--- src/hdl/icmp_echo_reply_classifier_core_assert.svh ---
// Assertion macros shared by the classifier RTL.
`ifndef ICMP_ECHO_REPLY_CLASSIFIER_CORE_ASSERT_SVH
`define ICMP_ECHO_REPLY_CLASSIFIER_CORE_ASSERT_SVH

// Same-cycle implication, disabled during reset.
`define ICMPERC_ASSERT_IMPL(lbl, clk, rst, ante, cons, msg) \
   lbl: assert property (@(posedge clk) disable iff (rst) (ante) |-> (cons)) \
      else $error(msg);

// Next-cycle implication, disabled during reset.
`define ICMPERC_ASSERT_NEXT(lbl, clk, rst, ante, cons, msg) \
   lbl: assert property (@(posedge clk) disable iff (rst) (ante) |=> (cons)) \
      else $error(msg);

`endif

--- src/hdl/icmperc_pkg.sv ---
// Shared types and constants for the ICMP echo reply classifier.
package icmperc_pkg;

   localparam int MAX_PACKET = 2048;
   localparam int POS_W      = $clog2(MAX_PACKET + 1);

   typedef logic [POS_W-1:0] pos_type;

   // Register indexes
   localparam logic CSR_EXPECTED_ID  = 1'b0;
   localparam logic CSR_EXPECTED_SEQ = 1'b1;

   // Verdict codes
   localparam logic [1:0] VERDICT_NO_MATCH  = 2'd0;
   localparam logic [1:0] VERDICT_ECHO      = 2'd1;
   localparam logic [1:0] VERDICT_TIME_EXCD = 2'd2;

   // ICMP types and IP header fields
   localparam logic [7:0] ICMP_ECHO_REPLY = 8'd0;
   localparam logic [7:0] ICMP_TIME_EXCD  = 8'd11;
   localparam logic [3:0] IP_VERSION_4    = 4'h4;
   localparam int         TTL_OFFSET      = 8;

   typedef struct packed {
      logic [7:0] pkt_byte;
      logic       last_byte;
   } byte_type;

   typedef struct packed {
      logic [7:0] hop_ttl;
      logic [1:0] verdict;
   } result_type;

endpackage

--- src/hdl/icmperc_parse.sv ---
// Per-packet header parser: captures header fields byte by byte and forms the verdict.
module icmperc_parse (
   input  logic                    clock,
   input  logic                    reset,
   input  logic                    byte_valid,
   input  icmperc_pkg::byte_type   byte_in,
   input  logic [15:0]             expected_id,
   input  logic [15:0]             expected_seq,
   output icmperc_pkg::result_type result
);
   import icmperc_pkg::*;

   pos_type     pos_ff,    pos_in;
   logic [5:0]  hlen_ff,   hlen_in;
   logic        v4_ff,     v4_in;
   logic [7:0]  ttl_ff,    ttl_in;
   logic [7:0]  type_ff,   type_in;
   logic [5:0]  ilen_ff,   ilen_in;
   logic [15:0] rid_ff,    rid_in;
   logic [15:0] rseq_ff,   rseq_in;
   logic [15:0] qid_ff,    qid_in;
   logic [15:0] qseq_ff,   qseq_in;

   logic       live;
   logic [7:0] b;
   pos_type    hpos, qpos;

   always_comb begin
      b    = byte_in.pkt_byte;
      live = byte_valid && (pos_ff < pos_type'(MAX_PACKET));

      pos_in  = pos_ff;
      hlen_in = hlen_ff;
      v4_in   = v4_ff;
      ttl_in  = ttl_ff;
      type_in = type_ff;
      ilen_in = ilen_ff;
      rid_in  = rid_ff;
      rseq_in = rseq_ff;
      qid_in  = qid_ff;
      qseq_in = qseq_ff;

      if (live) begin
         pos_in = pos_ff + pos_type'(1);
         if (pos_ff == '0) begin
            v4_in   = (b[7:4] == IP_VERSION_4);
            hlen_in = {b[3:0], 2'b00};
         end
         if (pos_ff == pos_type'(TTL_OFFSET)) ttl_in = b;
      end

      // Offsets use the header length as updated by this very byte.
      hpos = pos_type'(hlen_in);
      if (live) begin
         if (pos_ff == hpos) type_in = b;
         if (pos_ff == hpos + pos_type'(4)) rid_in[15:8]  = b;
         if (pos_ff == hpos + pos_type'(5)) rid_in[7:0]   = b;
         if (pos_ff == hpos + pos_type'(6)) rseq_in[15:8] = b;
         if (pos_ff == hpos + pos_type'(7)) rseq_in[7:0]  = b;
         if (pos_ff == hpos + pos_type'(8))
            ilen_in = (b[7:4] == IP_VERSION_4) ? {b[3:0], 2'b00} : 6'd0;
      end

      qpos = hpos + pos_type'(8) + pos_type'(ilen_in);
      if (live) begin
         if (pos_ff == qpos + pos_type'(4)) qid_in[15:8]  = b;
         if (pos_ff == qpos + pos_type'(5)) qid_in[7:0]   = b;
         if (pos_ff == qpos + pos_type'(6)) qseq_in[15:8] = b;
         if (pos_ff == qpos + pos_type'(7)) qseq_in[7:0]  = b;
      end

      result.verdict = VERDICT_NO_MATCH;
      result.hop_ttl = 8'd0;
      if (v4_in) begin
         if (type_in == ICMP_TIME_EXCD) begin
            if (qid_in == expected_id && qseq_in == expected_seq)
               result.verdict = VERDICT_TIME_EXCD;
         end else if (type_in == ICMP_ECHO_REPLY) begin
            if (rid_in == expected_id && rseq_in == expected_seq) begin
               result.verdict = VERDICT_ECHO;
               result.hop_ttl = ttl_in;
            end
         end
      end
   end

   always_ff @(posedge clock) begin
      if (reset || (byte_valid && byte_in.last_byte)) begin
         pos_ff  <= '0;
         hlen_ff <= '0;
         v4_ff   <= 1'b0;
         ttl_ff  <= '0;
         type_ff <= '0;
         ilen_ff <= '0;
         rid_ff  <= '0;
         rseq_ff <= '0;
         qid_ff  <= '0;
         qseq_ff <= '0;
      end else begin
         pos_ff  <= pos_in;
         hlen_ff <= hlen_in;
         v4_ff   <= v4_in;
         ttl_ff  <= ttl_in;
         type_ff <= type_in;
         ilen_ff <= ilen_in;
         rid_ff  <= rid_in;
         rseq_ff <= rseq_in;
         qid_ff  <= qid_in;
         qseq_ff <= qseq_in;
      end
   end

endmodule

--- src/hdl/icmp_echo_reply_classifier_core.sv ---
// Top level of the ICMP echo reply classifier: stream ports, input and result registers.
//
//   channel | dir | payload                              | transfer when
//   req_    | in  | tdata[7:0] pkt_byte, tlast last_byte | req_tvalid & req_tready
//   rsp_    | out | tdata[1:0] verdict, [9:2] hop_ttl    | rsp_tvalid & rsp_tready
//   csr_    | in  | index 0 expected_id, 1 expected_seq  | csr_wr_en
//
// One byte per clock sustained while no last byte waits on a stalled result.
// A byte is held in the input register, then the parser updates its captured
// fields; on the last byte the verdict is loaded into the result register,
// which drives rsp_tvalid until the verdict is taken.
// Reset is synchronous and clears all control and captured header state.
// A stalled result only holds up a last byte; other bytes keep flowing, and the
// input register refills in the cycle the result is taken.
module icmp_echo_reply_classifier_core (
   input  logic        clock,
   input  logic        reset,
   input  logic        req_tvalid,
   output logic        req_tready,
   input  logic [7:0]  req_tdata,   // [7:0] pkt_byte
   input  logic        req_tlast,   // last_byte
   output logic        rsp_tvalid,
   input  logic        rsp_tready,
   output logic [15:0] rsp_tdata,   // [1:0] verdict, [9:2] hop_ttl, [15:10] zero
   input  logic        csr_wr_en,
   input  logic        csr_index,
   input  logic [15:0] csr_wdata
);
   import icmperc_pkg::*;

   // Match registers
   logic [15:0] exp_id_ff, exp_seq_ff;

   always_ff @(posedge clock) begin
      if (reset) begin
         exp_id_ff  <= '0;
         exp_seq_ff <= '0;
      end else if (csr_wr_en) begin
         case (csr_index)
            CSR_EXPECTED_ID:  exp_id_ff  <= csr_wdata;
            CSR_EXPECTED_SEQ: exp_seq_ff <= csr_wdata;
            default: ;
         endcase
      end
   end

   // Input register
   logic     s1_valid_ff, s1_valid_in;
   byte_type s1_byte_ff;
   logic     out_free, advance;

   // Result register
   logic       rsp_valid_ff, rsp_valid_in;
   result_type rsp_data_ff;
   result_type result;

   assign out_free = !rsp_valid_ff || rsp_tready;
   // A non-final byte never needs the result register.
   assign advance     = s1_valid_ff && (!s1_byte_ff.last_byte || out_free);
   assign req_tready  = !s1_valid_ff || advance;
   assign s1_valid_in = (req_tvalid && req_tready) || (s1_valid_ff && !advance);

   always_ff @(posedge clock) begin
      if (reset) s1_valid_ff <= 1'b0;
      else       s1_valid_ff <= s1_valid_in;
   end

   always_ff @(posedge clock) begin
      if (req_tvalid && req_tready) begin
         s1_byte_ff.pkt_byte  <= req_tdata;
         s1_byte_ff.last_byte <= req_tlast;
      end
   end

   icmperc_parse u_parse (
      .clock        (clock),
      .reset        (reset),
      .byte_valid   (advance),
      .byte_in      (s1_byte_ff),
      .expected_id  (exp_id_ff),
      .expected_seq (exp_seq_ff),
      .result       (result)
   );

   logic load_rsp;
   assign load_rsp     = advance && s1_byte_ff.last_byte;
   assign rsp_valid_in = load_rsp || (rsp_valid_ff && !rsp_tready);

   always_ff @(posedge clock) begin
      if (reset) rsp_valid_ff <= 1'b0;
      else       rsp_valid_ff <= rsp_valid_in;
   end

   always_ff @(posedge clock) begin
      if (load_rsp) rsp_data_ff <= result;
   end

   assign rsp_tvalid = rsp_valid_ff;
   assign rsp_tdata  = {6'd0, rsp_data_ff.hop_ttl, rsp_data_ff.verdict};

`include "icmp_echo_reply_classifier_core_assert.svh"

   `ICMPERC_ASSERT_NEXT(a_last_gives_result, clock, reset, load_rsp, rsp_valid_ff,
      "last byte did not produce a result")
   `ICMPERC_ASSERT_IMPL(a_verdict_code, clock, reset, rsp_valid_ff,
      rsp_data_ff.verdict <= VERDICT_TIME_EXCD, "undefined verdict code")
   `ICMPERC_ASSERT_IMPL(a_ttl_only_echo, clock, reset,
      rsp_valid_ff && rsp_data_ff.verdict != VERDICT_ECHO, rsp_data_ff.hop_ttl == 8'd0,
      "hop_ttl set without an echo match")
   `ICMPERC_ASSERT_IMPL(a_stall_needs_byte, clock, reset, !req_tready,
      s1_valid_ff && s1_byte_ff.last_byte && rsp_valid_ff,
      "input stalled without a pending last byte")

endmodule
--- config.mk ---
export PLATFORM = sky130hd
export DESIGN_NAME = icmp_echo_reply_classifier_core
export DESIGN_NICKNAME = d
export VERILOG_FILES = /design/src/hdl/icmperc_pkg.sv /design/src/hdl/icmperc_parse.sv /design/src/hdl/icmp_echo_reply_classifier_core.sv
export VERILOG_INCLUDE_DIRS = /design/src /design/src/hdl
export SDC_FILE = /design/constraint.sdc
export NUM_CORES = 1
export LEC_CHECK = 0
export ABC_AREA = 1
export BUFFER_PORTS_ARGS = -buffer_cell sky130_fd_sc_hd__buf_4
export CAP_MARGIN = 25
export CORE_MARGIN = 5
export CORE_UTILIZATION = 40
export CTS_CLUSTER_DIAMETER = 50
export DETAILED_ROUTE_END_ITERATION = 8
export HOLD_SLACK_MARGIN = 0.05
export PLACE_DENSITY = 0.6
export SETUP_SLACK_MARGIN = 0.05
export SKIP_LAST_GASP = 1
export SLEW_MARGIN = 20
export SYNTH_ARGS = -nofsm -noshare
export SYNTH_HDL_FRONTEND = slang
export SYNTH_SLANG_ARGS = --single-unit
--- constraint.sdc ---
create_clock -name clock -period 8.2 [get_ports clock]
set_clock_uncertainty 0.2 [all_clocks]
set_input_delay 1.64 -clock clock [delete_from_list [all_inputs] [get_ports clock]]
set_output_delay 1.64 -clock clock [all_outputs]
set_load 0.02 [all_outputs]
== Yosys cells after proc, flatten, opt, wreduce, memory -nomap -nowiden ==
Cells that the tools add are included.
Storage, ports and cells
  bits in registers: 158
  input bits: 31
  output and inout bits: 18
  logic and storage cells: 102
Cells by class
  add/sub/neg operators: 11
  $lt $le $gt $ge: 1
  equal/unequal tests: 17
  mux-type cells: 27
  bitwise operators: 4
  reduce and logical (&&, ||, !) cells: 24
Operator list (count)
  == test 12 bit: 9
  2-to-1 mux 8 bit: 12
  == test 16 bit: 4
  2-to-1 mux 16 bit: 4
  adder 12 x 3 -> 12 bit (second input constant): 4
  2-to-1 mux 6 bit: 5
  adder 6 x 3 -> 7 bit (second input constant): 4
  adder 12 x 1 -> 12 bit (second input constant): 1
  adder 12 x 6 -> 12 bit: 1
  == test 12 x 4 -> 1 bit (second input constant): 1
  == test 12 x 6 -> 1 bit: 1
  logical NOT 12 bit: 1
  less-than comparator 12 bit (second input constant): 1
  == test 8 x 4 -> 1 bit (second input constant): 1
  logical AND 1 bit: 8
  logical NOT 8 bit: 1
  adder 6 x 4 -> 7 bit (second input constant): 1
  logical OR 1 bit: 6
  2-to-1 mux 2 bit: 3
  logical NOT 1 bit: 5
  == test 4 x 3 -> 1 bit (second input constant): 1
  NOT 1 bit: 4
  AND reduction 2 bit: 2
  OR reduction 4 bit: 1
  2-to-1 mux 1 bit: 3

== Longest topological paths before layout ==
  word-level depth: 19
  depth in mapped cells: 47
  gate-level depth less buffers: 46

== Cells and area by module ==
A second synthesis with hierarchy kept.
Second synthesis, totals
  cells, all modules: 1551
  area total of the unflattened synthesis: 10118.5 sq um
By module, submodules not included
  icmperc_parse: instances 1, cells each 1366, area each 8224.1 sq um, sequential area each 2102.0 sq um
  icmp_echo_reply_classifier_core: instances 1, cells each 185, area each 1894.3 sq um, sequential area each 1251.2 sq um

== Worst setup path before layout ==
Ideal clock, no wire load.
  path type: input port to flip-flop
  from: input port rsp_tready
  to: register rsp_data_ff (netlist bit rsp_tdata[1]), data pin
  data arrival time: 6172 ps
  path slack: 1576 ps
  stages: 37
  buffers on the path: 1
  path through: inv_1 nand3_1 nand2_1 nor2_4 nand3_4 nand2_2 nand2_4 ha_1 xor2_1 nor2_1 and3_1 nand2_1 inv_1 nor2_1 ha_1 fa_1 inv_1 nand2_1 nand2_1 inv_1 ha_1 inv_1 o21ai_0 xor2_1 xor2_1 nand4_1 nor2_1 nand2_1 nor2_2 nand2_2 buf_4 o211ai_1 nand2_1 nand2_1 nor2_1 nand3_1 nor2_1
On the way
  longest elaborated chain between the ends: 18
  elaborated cells on any way between the ends: 34
  those cells by class: add/sub (6); eq/ne (9); mux (14); reduce/logical (5)
Ends and longest elaborated chain
  from (decl): RTL line icmp_echo_reply_classifier_core.sv:23  | input logic rsp_tready,
  logical OR 1 bit (*): RTL line icmp_echo_reply_classifier_core.sv:57  | assign out_free = !rsp_valid_ff || rsp_tready;
  logical OR 1 bit (*): RTL line icmp_echo_reply_classifier_core.sv:59  | assign advance = s1_valid_ff && (!s1_byte_ff.last_byte || out_free);
  logical AND 1 bit (*): RTL line icmp_echo_reply_classifier_core.sv:59
  logical AND 1 bit (*): RTL line icmperc_parse.sv:30  | live = byte_valid && (pos_ff < pos_type'(MAX_PACKET));
  2-to-1 mux 6 bit (*): RTL line icmperc_parse.sv:43  | if (live) begin
  named net u_parse.hlen_in[3]: RTL line icmperc_parse.sv:14  | logic [5:0] hlen_ff, hlen_in;
  adder 6 x 4 -> 7 bit (*): RTL line icmperc_parse.sv:60  | if (pos_ff == hpos + pos_type'(8))
  == test 12 bit (*): RTL line icmperc_parse.sv:60
  (+2 left out)
  named net u_parse.ilen_in[0]: RTL line icmperc_parse.sv:18  | logic [5:0] ilen_ff, ilen_in;
  (+1 left out)
  adder 12 x 3 -> 12 bit (on tied branches)
  == test 12 bit (on tied branches)
  2-to-1 mux 8 bit (on tied branches)
  2-to-1 mux 16 bit: RTL line icmperc_parse.sv:65  | if (live) begin
  == test 16 bit: RTL line icmperc_parse.sv:76  | if (qid_in == expected_id && qseq_in == expected_seq)
  logical AND 1 bit (*): RTL line icmperc_parse.sv:76
  2-to-1 mux 2 bit (*): RTL line icmperc_parse.sv:76
  2-to-1 mux 2 bit (*): RTL line icmperc_parse.sv:75  | if (type_in == ICMP_TIME_EXCD) begin
  to (signal assigned): RTL line icmp_echo_reply_classifier_core.sv:95  | if (load_rsp) rsp_data_ff <= result;
  to (decl): RTL line icmp_echo_reply_classifier_core.sv:54  | result_type rsp_data_ff;
The timed path passes the listed nets; every way through them passes the cells marked *.
A chain may end at the register's enable or synchronous reset.

== Worst setup path in the final report ==
Ends and elaborated chain as after synthesis.

==> out/results.ini <==
[critical_path]
critPathArrivalTime_ns = 7.47
crit_start = rsp_tready
r2r_slack_ns = 1.30
crit_type = primary input to flip-flop
worstPathRequired_ns = 8.30
critical_path.top_delay_family = simple AND/OR/NAND/NOR gates
reg2reg_depth = 37
start_kind = primary input
end_kind = flip-flop
slowest_delay_ns = 0.63
slowest_stage = fa_1
crit_top_cell = nand2_1
rr_endpoint = rsp_tdata[1]
crit_buf_inv = 6
critPathMaxFanout = 12
r2r-start = u_parse.pos_ff[0]

[global_routing]
grt_max_degree = 84
grt_pass1_vias = 8834
grt_usage = 0.228
antenna_found_initial = 0
grt_pass1_wl_um = 50000
overflow = 0

[power]
p_total_mw = 1.91
p_leak_nw = 5.23
power.density_nw_per_um2 = 173
irDropWorstVdd_mv = 0.128

[detailed_routing]
initialDrtViolationCount = 1069
wl_per_cell_um = 17.2
drt_wl_total_um = 32000
avgViaCountPerCell = 5.22
drc = 0
first_pass_iters = 5
antenna_left = 0
routed-via-count = 9731

[synthesis]
ys_ff_latch = 158
synth_cell_type_count = 48
synthCells = 1496
synth_edf_count = 19
yosys-top-cells-area = dfxtp_1 (28%), nand2_1 (17%), nand3_1 (7.3%)
synth_simple_gate_area_frac = 0.392
yosysWarnings = 0
ys_async_sr_fraction = 0
synth_xor_xnor_area_share = 0.0370
avgSynthCellArea_um2 = 6.60
yosys.area.top_type = dfxtp_1
synth_ff_type = dfxtp_1
synth_compound_area_frac = 0.0916
syn_area_um2 = 9870
yosysSeqAreaShare = 0.340
synthAdderAreaFrac = 0.0325
synth_top_family_by_area = simple AND/OR/NAND/NOR gates
muxShareOfSynthArea = 0.00913
synth.top_cell.area_share = 0.282

[clock_network]
cts-resized-gates = 0
cts_setup_buffers = 0
cts.clk_slew.worst_paths_ns = 0.07
cts_buffers = 17
clockRootBuffer = clkbuf_16
cts_max_level = 4
holdBufCountCts = 0
cts_tree = built
clk_path_buf_depth = 2
clock-sinks = 158
insertion_delay_ns = 0.44

[final_layout]
drive_above_1_share = 0.109
syn_to_final_growth_pct = 12.0
fill_cells = 2563
nNetsFinal = 1584
diodes = 0

[placement]
place_congestion = 0.921
hpwl_um = 24300
port_buffers = 42

[die]
io_pins = 49
die_x_um = 167
rows = 57
dieHeight_um = 167
initial_utilization = 0.406
die_area_um2 = 27900
coreArea_um2 = 24300

[timing]
finalCritPeriodShare = 0.899
fin_tns_setup_ns = 0
min_period_ns = 7.37
fmax_mhz = 136
relSlewSlack = 0.322
finalHoldViolations = 0
rsz0062_at_grt = false
tightest_slew_ns = 1.02
setup-violations-final = 0
finalMaxSlewViolations = 0

[worst_hold_path]
hold_path_depth = 2
hold_class = flip-flop to flip-flop
min-delay-start = u_parse.ilen_ff[0]
holdPathEnd = u_parse.ilen_ff[0]

[run_status]
status = complete, no violations

[flow_run]
drv_cap = 0

==> layer usage <==
| metal | up-vias | routed length (um) | track usage |
|---|---|---|---|
| met3 | 45 | 2300 | 0.0318 |
| met2 | 343 | 13900 | 0.343 |
| met5 | - | 0 | 0 |
| li1 | 4856 | - | - |
| met4 | 0 | 624 | 0.0640 |
| met1 | 4487 | 15100 | 0.340 |
==> how the worst max path moves through the flow <==
| stage | to | cells past startpoint |
|---|---|---|
| 3_5_place_dp | rsp_tdata[1] | 37 |
| 5_1_grt | rsp_tdata[1] | 41 |
| 6_report | rsp_tdata[1] | 38 |
| 2_1_floorplan | rsp_tdata[1] | 37 |
| 4_1_cts | rsp_tdata[1] | 37 |
| 3_3_place_gp | rsp_tdata[1] | 37 |
==> cells in the mapped netlist (2+ instances only) <==
master and count:
buf_6 5, buf_1 3, o211ai_1 12, xor2_2 2, nand4_1 37, buf_4 8, nand3b_1 6, inv_1 179
o21ai_2 7, nor2_1 147, nand2_2 20, nor2_2 21, o21ai_1 11, nand2_4 4, mux2i_1 9, nor3_1 22
clkinv_1 2, buf_2 6, dfxtp_1 139, nand2_1 437, inv_2 4, o21ai_0 51, or2_2 3, xor2_1 36
ha_1 24, edfxtp_1 19, nor2_4 7, a21oi_1 80, nand3_2 4, xnor2_1 2, nand3_4 4, nor4_1 3
clkbuf_1 25, nand3_1 143
==> flip-flops by register name (all words and copies together) (netlist names), 9 cells and up <==
signal and flops:
exp_id_ff 16, exp_seq_ff 16, rsp_tdata 10, s1_byte_ff 9, u_parse.pos_ff 12, u_parse.qid_ff 16, u_parse.qseq_ff 16, u_parse.rid_ff 16
u_parse.rseq_ff 16
==> tightest hold or removal path: stages, from the launching register on <==
cell     delay (ns)
dfxtp_1        0.30
inv_1          0.06
nor3_1         0.05
==> logic make-up (layout without fill, tap and decap cells) <==
logic type / Yosys count / in the layout
adders and majority gates: 25 / 25
muxes: 9 / 9
other: 1 / 6
AOI/OAI and AO/OA: 165 / 165
buffers and inverters: 235 / 275
xor gates and xnor gates: 40 / 40
DFF: 158 / 158
and+or+nand+nor: 863 / 863
==> placed cells by master, fill, tap and decap left out, types with 21 or more instances in the layout <==
master / count
nand2_1: 436
inv_1: 178
nor2_1: 147
nand3_1: 143
dfxtp_1: 139
a21oi_1: 80
buf_4: 52
o21ai_0: 51
nand4_1: 37
xor2_1: 36
ha_1: 24
nor3_1: 22
nor2_2: 21
==> power by group <==
| group | leakage [nW] | internal, mW | switching, mW |
|---|---|---|---|
| Sequential | 1.31 | 0.803 | 0.0231 |
| Clock | 0.276 | 0.426 | 0.361 |
| Combinational | 3.65 | 0.0915 | 0.207 |
==> area by class of cell <==
cell class / instances / area, um2 / area share
inverter: 188 / 714 / 0.0646
multi-input combinational: 1108 / 5570 / 0.504
clock buffer: 19 / 433 / 0.0392
sequential: 158 / 3350 / 0.303
clock inverter: 13 / 128 / 0.0115
tap: 324 / 405 / 0.0367
timing repair buffer: 55 / 448 / 0.0405
==> per-stage QoR <==
stage	cells	worst slack, ns	area, um2	utilization	hold WS [ns]
4_1_cts	1860	0.710	11000	0.452	0.254
3_3_place_gp	1827	0.373	10400	0.428	0.245
3_5_place_dp	1828	0.293	10400	0.429	0.245
5_1_grt	1865	0.166	11100	0.455	0.270
6_report	1865	0.827	11100	0.455	0.247
2_1_floorplan	1501	1.58	9890	-	0.225
Power figures use the tool's default switching activity.
